===== config.mk =====
export PLATFORM = sky130hd
export DESIGN_NAME = fpa_back
export DESIGN_NICKNAME = d
export VERILOG_FILES = /design/src/rtl/fpa_pkg.sv /design/src/rtl/fpa_back.sv
export SDC_FILE = /design/constraint.sdc
export NUM_CORES = 1
export LEC_CHECK = 0
export BUFFER_PORTS_ARGS = -buffer_cell sky130_fd_sc_hd__buf_2
export CAP_MARGIN = 40
export CELL_PAD_IN_SITES_DETAIL_PLACEMENT = 2
export CELL_PAD_IN_SITES_GLOBAL_PLACEMENT = 2
export CORE_ASPECT_RATIO = 1.25
export CORE_MARGIN = 5
export CORE_UTILIZATION = 28
export CTS_BUF_LIST = sky130_fd_sc_hd__clkbuf_2 sky130_fd_sc_hd__clkbuf_4 sky130_fd_sc_hd__clkbuf_8
export CTS_CLUSTER_DIAMETER = 200
export DETAILED_ROUTE_END_ITERATION = 8
export HOLD_SLACK_MARGIN = 0.03
export PLACE_DENSITY_LB_ADDON = 0.1
export SETUP_SLACK_MARGIN = 0.2
export SYNTH_ARGS = -nofsm -noshare
export SYNTH_HDL_FRONTEND = slang
export SYNTH_SLANG_ARGS = --single-unit

===== constraint.sdc =====
create_clock -name clock -period 8.15 [get_ports clock]
set_clock_uncertainty 0.05 [all_clocks]
set_input_delay 0.4075 -clock clock [delete_from_list [all_inputs] [get_ports clock]]
set_output_delay 0.4075 -clock clock [all_outputs]
set_load 0.05 [all_outputs]

===== src/rtl/fpa_pkg.sv =====
// Package for the Q24.8 fixed-point ALU: widths, action codes, the pipeline
// record and the saturation helpers. No dependencies.
`timescale 1ns / 1ps
`default_nettype none
package fpa_pkg;

   localparam int DATA_W    = 32;
   localparam int FRAC_BITS = 8;
   localparam int ACT_W     = 4;
   localparam int NUM_W     = DATA_W + FRAC_BITS;
   localparam int DIV_STEPS = NUM_W;
   localparam int PROD_W    = 2 * DATA_W;

   typedef enum logic [ACT_W-1:0] {
      ACT_ADD      = 4'd0,
      ACT_SUB      = 4'd1,
      ACT_MUL      = 4'd2,
      ACT_DIV      = 4'd3,
      ACT_MIN      = 4'd4,
      ACT_MAX      = 4'd5,
      ACT_INC      = 4'd6,
      ACT_DEC      = 4'd7,
      ACT_FROM_INT = 4'd8,
      ACT_TO_INT   = 4'd9
   } action_type;

   // Record that travels down the pipeline with each request.
   typedef struct packed {
      logic [ACT_W-1:0]         action;
      logic signed [DATA_W-1:0] simple_value;
      logic                     simple_sat;
      logic                     a_greater;
      logic                     a_less;
      logic                     operands_equal;
      logic                     divide_by_zero;
      logic signed [PROD_W-1:0] product;
      logic                     quot_neg;
      logic [DATA_W-1:0]        den;
      logic [DATA_W-1:0]        rem;
      logic [NUM_W-1:0]         numq;
   } pipe_type;

   typedef struct packed {
      logic signed [DATA_W-1:0] value;
      logic                     sat;
   } sat_res_type;

   // Clamp a 33-bit signed sum into 32 bits.
   function automatic sat_res_type sat_sum(input logic signed [DATA_W:0] v);
      sat_res_type r;
      r.sat = (v[DATA_W] != v[DATA_W-1]);
      if (!r.sat) begin
         r.value = v[DATA_W-1:0];
      end else if (v[DATA_W]) begin
         r.value = {1'b1, {(DATA_W-1){1'b0}}};
      end else begin
         r.value = {1'b0, {(DATA_W-1){1'b1}}};
      end
      return r;
   endfunction

   // Apply a sign to an unsigned magnitude and clamp to 32 bits.
   function automatic sat_res_type sat_mag(input logic [PROD_W-1:0] m, input logic neg);
      sat_res_type r;
      logic [PROD_W-1:0] lim;
      lim = neg ? (PROD_W'(1) << (DATA_W-1)) : ((PROD_W'(1) << (DATA_W-1)) - PROD_W'(1));
      r.sat = (m > lim);
      if (r.sat) begin
         r.value = neg ? {1'b1, {(DATA_W-1){1'b0}}} : {1'b0, {(DATA_W-1){1'b1}}};
      end else if (neg) begin
         r.value = DATA_W'(~m + PROD_W'(1));
      end else begin
         r.value = m[DATA_W-1:0];
      end
      return r;
   endfunction

endpackage
`default_nettype wire


===== src/rtl/fpa_back.sv =====
// Last stage: rounding and saturation of product and quotient, result
// selection and the output register. Depends on fpa_pkg.
`timescale 1ns / 1ps
`default_nettype none
module fpa_back (
   input  wire logic                       clock,
   input  wire logic                       reset,
   input  wire logic                       advance,
   input  wire logic                       in_valid,
   input  fpa_pkg::pipe_type               in_stage,
   output logic                            out_valid,
   output logic signed [fpa_pkg::DATA_W-1:0] result_value,
   output logic                            a_greater,
   output logic                            a_less,
   output logic                            operands_equal,
   output logic                            divide_by_zero,
   output logic                            saturated
);
   localparam int DW = fpa_pkg::DATA_W;
   localparam int FB = fpa_pkg::FRAC_BITS;
   localparam int PW = fpa_pkg::PROD_W;

   logic [PW-1:0]          prod_mag, mul_q, div_q;
   logic                   round_up;
   fpa_pkg::sat_res_type   mul_r, div_r;
   logic                   valid_ff;
   logic signed [DW-1:0]   value_ff, value_in;
   logic                   sat_ff, sat_in;
   logic                   gt_ff, lt_ff, eq_ff, dz_ff;

   // Round half away from zero on magnitudes, then clamp.
   always_comb begin
      prod_mag = in_stage.product[PW-1] ? (~in_stage.product + PW'(1)) : in_stage.product;
      mul_q    = (prod_mag + (PW'(1) << (FB-1))) >> FB;
      mul_r    = fpa_pkg::sat_mag(mul_q, in_stage.product[PW-1]);
      round_up = {in_stage.rem, 1'b0} >= {1'b0, in_stage.den};
      div_q    = PW'(in_stage.numq) + PW'(round_up);
      div_r    = fpa_pkg::sat_mag(div_q, in_stage.quot_neg);
   end

   // Result selection.
   always_comb begin
      unique case (in_stage.action)
         fpa_pkg::ACT_MUL: begin
            value_in = mul_r.value;
            sat_in   = mul_r.sat;
         end
         fpa_pkg::ACT_DIV: begin
            value_in = in_stage.divide_by_zero ? '0 : div_r.value;
            sat_in   = !in_stage.divide_by_zero && div_r.sat;
         end
         default: begin
            value_in = in_stage.simple_value;
            sat_in   = in_stage.simple_sat;
         end
      endcase
   end

   // Output register.
   always_ff @(posedge clock) begin
      if (reset) begin
         valid_ff <= 1'b0;
      end else if (advance) begin
         valid_ff <= in_valid;
      end
      if (advance) begin
         value_ff <= value_in;
         sat_ff   <= sat_in;
         gt_ff    <= in_stage.a_greater;
         lt_ff    <= in_stage.a_less;
         eq_ff    <= in_stage.operands_equal;
         dz_ff    <= in_stage.divide_by_zero;
      end
   end

   assign out_valid      = valid_ff;
   assign result_value   = value_ff;
   assign saturated      = sat_ff;
   assign a_greater      = gt_ff;
   assign a_less         = lt_ff;
   assign operands_equal = eq_ff;
   assign divide_by_zero = dz_ff;
endmodule
`default_nettype wire


==> results.md <==
- After the last flow step, the layout net total stands at approximately 2.1k.
- The combined global-route utilization of all metal layers is 21.1%.
- STA puts the critical path data arrival time at 7400 ps.
- The number of sinks on the clock net is 38.
- The total nets after synthesis is 1,849.
- The insertion delay to the later sink of the worst-skew pair is 320 ps.
- Setup violations remaining at the end of the flow were counted as 0.
- The worst pin sits at a relative slew slack of 43.7%.
- In the routed design, unresolved DRC markers number 0.
- Entering global routing, the biggest net connects 78 pins.
- The post-route minimum period is 7400 ps.
- The worst min-delay path category is in -> reg.
- The ratio of total power to cell area is 83.3 mW/mm^2.
- The via count of the first global-routing pass is 13.6k.
- The detailed-router iteration count before antenna repair is 4.
- The horizontal die dimension is 185 um.
- The max-cap check violation count is 0.
- The tightest hold path in the finished design has a slack of ~180 ps.
- The highest fanout seen on the critical path is 10.
- Summing all non-filler instances in the final layout gives an area of between 0.01 and 0.015 sq mm.
- Among the stages of the critical path, the cell type that occurs most often is sky130_fd_sc_hd__or3_1.
- The class of the most critical setup path is in -> reg.
- The wire length per cell after detailed routing is 20.6 um.
- The peak supply drop is slightly below 0.05 mV.
- The clock tree synthesis step divided the H-tree into 2 levels.
- The final number of hold-violating endpoints is 0.
- Summed over all layers, the global routing overflow is 0.
- Clock tree synthesis inserted a total of 5 buffers.
- The worst setup path is captured at a flop.
- At the worst endpoint, the required time is 8160 ps.
- Per report_power, the combinational group accounts for around 60% of the total.
- The number of enable-type register cells in the synthesized netlist is 37.
- The transition time at the pin with the least slew margin is ~830 ps.
- The flow ran to the end, and the final reports show no timing, DRC or antenna violations.
- For this design the total switching power over the nets is a little over 500 uW.
- After layout, the worst path uses 90.8% of the clock period.
- The share of synthesized area occupied by flip-flops and latches is 10.6%.
- The clock passes through at most 2 buffers.
- The clock network burns 16.9% of the power.
- Summing internal, switching and leakage power gives 1060 uW.
- The starting density of the core is 28.1%.
- Summed over all layers, the routed wires come to 46.5 mm.
- After detailed routing, the number of vias per cell comes to approximately 5.6.
- The final count of pins violating max slew was 0.
- The total negative setup slack is 0 ps.
- The number of I/O pins is 252.
- The area inside the core boundary is between 0.03 and 0.04 sq mm.
- The post-synthesis area per instance is 6.94 sq um.
- The proportion of total power due to net switching is 47.9%.
- The die footprint is 0.0421 sq mm.
- In this run the core area contains 80 standard-cell rows.
- The iteration-0 DRC count of the detailed router is 464.
- On the worst path, the slowest cell contributes a delay of 550 ps.
- The instance count of the mapped netlist is 1,535.
- The internal power of the cells totals around 550 uW.
- Setup repair after global routing left no endpoint under its margin.
- Counting flops and latches in the post-synthesis netlist gives 38.
- The dominant register cell in the synthesized netlist is sky130_fd_sc_hd__edfxtp_1.
- The CTS tree is done.
- The antenna violation net count after detailed routing is 0.
- The upper clock frequency limit is 135 MHz.
- Counting flops with an async set or reset pin after synthesis yields a share of 0%.
- The initial antenna violation count is 0.
- Clock-pin slew was measured on the worst setup and hold paths at 90 ps.
- The total standard cell area after synthesis is 0.0107 sq mm.
- The post-place instance area is 0.0126 sq mm.
- The standard cell with the maximum stage delay on the critical path is sky130_fd_sc_hd__or3_1.
- Compared with the post-synthesis result, the final layout area differs by 19.8%.
- The root buffer cell chosen for the clock tree is sky130_fd_sc_hd__clkbuf_8.
- The number of warnings printed during yosys synthesis is 0.
- Measured along the y axis, the die boundary spans 228 um.
- The fraction of the core area covered by cells at the end of the flow is between 30 and 40%.
- The first global-routing pass estimated around 73 mm of wire.
- The fraction of layout cells with a size suffix above 1 is between 20 and 25%.
- 0 antenna diodes ended up in the layout.
- Registers are responsible for around 23% of the overall power.
- The leakage power figure is roughly 0.0054 uW.
- Detailed placement ended at an HPWL of 39.0 mm.
- The startpoint type of the worst setup path is a primary input.
- The count of buffers inserted at the top-level ports is 251.
- The number of different library cells used by synthesis comes to 84.
- The placer's final routability congestion estimate is 0.821.
- The routed layout has 12.7k vias.
-- repair_timing --
| action | 4_1_cts | 5_1_grt |
|---|---|---|
| setup endpoints to repair | 0 | 29 |
| setup buffers | 0 | 0 |
| gates resized for setup | 0 | 5 |
| hold buffers | 0 | 0 |
-- registers in the layout, summed over array words and instances, names as in the netlist --
register and cells:
saturated 1, result_value 32, divide_by_zero 1, out_valid 1
a_less 1, a_greater 1, operands_equal 1
-- worst max-delay path: cells and delay by family --
family | cells | cell delay (ps)
adders and majority gates | 2 | 610
buffers and inverters | 3 | 510
AOI/OAI and AO/OA | 5 | 1120
xor gates and xnor gates | 2 | 330
and+or+nand+nor | 17 | 4410
-- cell usage after synthesis (6+ instances only) --
library cell | number | area share (%)
sky130_fd_sc_hd__a21oi_1 | 161 | 7.6
sky130_fd_sc_hd__nand2_1 | 119 | 4.2
sky130_fd_sc_hd__nor2_1 | 117 | 4.1
sky130_fd_sc_hd__ha_1 | 100 | 12
sky130_fd_sc_hd__o21ai_0 | 98 | 4.6
sky130_fd_sc_hd__inv_1 | 95 | 3.3
sky130_fd_sc_hd__nand3_1 | 82 | 3.8
sky130_fd_sc_hd__clkbuf_1 | 62 | 2.2
sky130_fd_sc_hd__xnor2_1 | 56 | 4.6
sky130_fd_sc_hd__nor3_1 | 55 | 2.6
sky130_fd_sc_hd__xor2_1 | 55 | 4.5
sky130_fd_sc_hd__nand4_1 | 53 | 3.1
sky130_fd_sc_hd__edfxtp_1 | 37 | 10
sky130_fd_sc_hd__a21o_1 | 30 | 2.1
sky130_fd_sc_hd__mux2i_1 | 29 | 2.7
sky130_fd_sc_hd__nor4_1 | 28 | 1.6
sky130_fd_sc_hd__o31ai_1 | 22 | 1.5
sky130_fd_sc_hd__or3_1 | 21 | 1.2
sky130_fd_sc_hd__a31oi_1 | 19 | 1.1
sky130_fd_sc_hd__or4_1 | 19 | 1.3
sky130_fd_sc_hd__o211ai_1 | 16 | 1.1
sky130_fd_sc_hd__nand2b_1 | 15 | 0.88
sky130_fd_sc_hd__and3_1 | 14 | 0.82
sky130_fd_sc_hd__nor2b_1 | 12 | 0.70
sky130_fd_sc_hd__or2_2 | 12 | 0.70
sky130_fd_sc_hd__and2_1 | 11 | 0.65
sky130_fd_sc_hd__o21a_1 | 10 | 0.70
sky130_fd_sc_hd__o41ai_1 | 10 | 0.82
sky130_fd_sc_hd__and4_1 | 9 | 0.74
sky130_fd_sc_hd__o21ai_1 | 9 | 0.42
sky130_fd_sc_hd__a211oi_1 | 8 | 0.56
sky130_fd_sc_hd__nand3b_1 | 8 | 0.56
sky130_fd_sc_hd__mux2_2 | 7 | 0.74
sky130_fd_sc_hd__o31a_1 | 7 | 0.58
sky130_fd_sc_hd__a221oi_1 | 6 | 0.49
sky130_fd_sc_hd__a41oi_1 | 6 | 0.49
sky130_fd_sc_hd__buf_1 | 6 | 0.21
sky130_fd_sc_hd__nand4b_1 | 6 | 0.49
sky130_fd_sc_hd__o2111ai_1 | 6 | 0.49
sky130_fd_sc_hd__o22ai_1 | 6 | 0.35
-- worst paths after layout --
kind	start	to	slack, ps	depth (start not counted)
hold / removal	reset	out_valid	180	2
setup reg to reg	out_valid	out_valid	7510	2
hold reg to reg	out_valid	out_valid	460	2
setup / recovery	in_stage[110]	result_value[22]	750	29
-- cell families after synthesis --
logic type,Yosys count,synth area share [%]
compound gates,470,28.2
xor+xnor,111,9.12
fa+ha+maj,100,11.7
buf+inv,172,6.28
flops,38,10.6
mux,36,3.46
simple gates,608,30.6
-- per-stage QoR --
step                cells  worst slack (ps)
floorplan            1535               254
CTS                  2256               520
global route         2257               194
finish               2257               754
global placement     2244               327
detailed placement   2248               182
-- metal layers --
| metal | vias to the layer above | track usage, % | share of wire, % |
|---|---|---|---|
| met5 | - | 0 | 0 |
| met4 | 0 | 4.07 | 1.5 |
| met3 | 30 | 0.988 | 2.2 |
| met2 | 158 | 40.1 | 53 |
| met1 | 6314 | 26.0 | 44 |
| li1 | 6239 | - | - |
-- power groups by stage --
| stage | Clock [uW] | Sequential, uW | Combinational (uW) |
|---|---|---|---|
| floorplan | 0 | 305 | 346 |
| global placement | 0 | 246 | 617 |
| detailed placement | 0 | 246 | 644 |
| CTS | 185 | 241 | 647 |
| global route | 189 | 242 | 712 |
| finish | 180 | 241 | 643 |
-- cells in the final DEF, fill, tap and decap left out, types with 8 or more instances in the layout --
master,count
sky130_fd_sc_hd__a211oi_1,8
sky130_fd_sc_hd__a21o_1,30
sky130_fd_sc_hd__a21oi_1,161
sky130_fd_sc_hd__a31oi_1,19
sky130_fd_sc_hd__and2_1,11
sky130_fd_sc_hd__and3_1,14
sky130_fd_sc_hd__and4_1,9
sky130_fd_sc_hd__buf_2,251
sky130_fd_sc_hd__buf_4,41
sky130_fd_sc_hd__edfxtp_1,37
sky130_fd_sc_hd__ha_1,100
sky130_fd_sc_hd__inv_1,95
sky130_fd_sc_hd__mux2i_1,29
sky130_fd_sc_hd__nand2_1,119
sky130_fd_sc_hd__nand2b_1,15
sky130_fd_sc_hd__nand3_1,82
sky130_fd_sc_hd__nand3b_1,8
sky130_fd_sc_hd__nand4_1,53
sky130_fd_sc_hd__nor2_1,117
sky130_fd_sc_hd__nor2b_1,12
sky130_fd_sc_hd__nor3_1,54
sky130_fd_sc_hd__nor4_1,27
sky130_fd_sc_hd__o211ai_1,16
sky130_fd_sc_hd__o21a_1,10
sky130_fd_sc_hd__o21ai_0,98
sky130_fd_sc_hd__o21ai_1,9
sky130_fd_sc_hd__o31ai_1,22
sky130_fd_sc_hd__o41ai_1,10
sky130_fd_sc_hd__or2_2,12
sky130_fd_sc_hd__or3_1,21
sky130_fd_sc_hd__or4_1,19
sky130_fd_sc_hd__xnor2_1,55
sky130_fd_sc_hd__xor2_1,54
-- area by class of cell --
class	count	area, sq um
Clock buffer	5	68.8
Clock inverter	3	40.0
Fill cell	4674	25200
Inverter	96	360
Multi-Input combinational cell	1325	8890
Sequential cell	38	1130
Tap cell	492	616
Timing Repair Buffer	298	1660
Power figures use the tool's default switching activity.
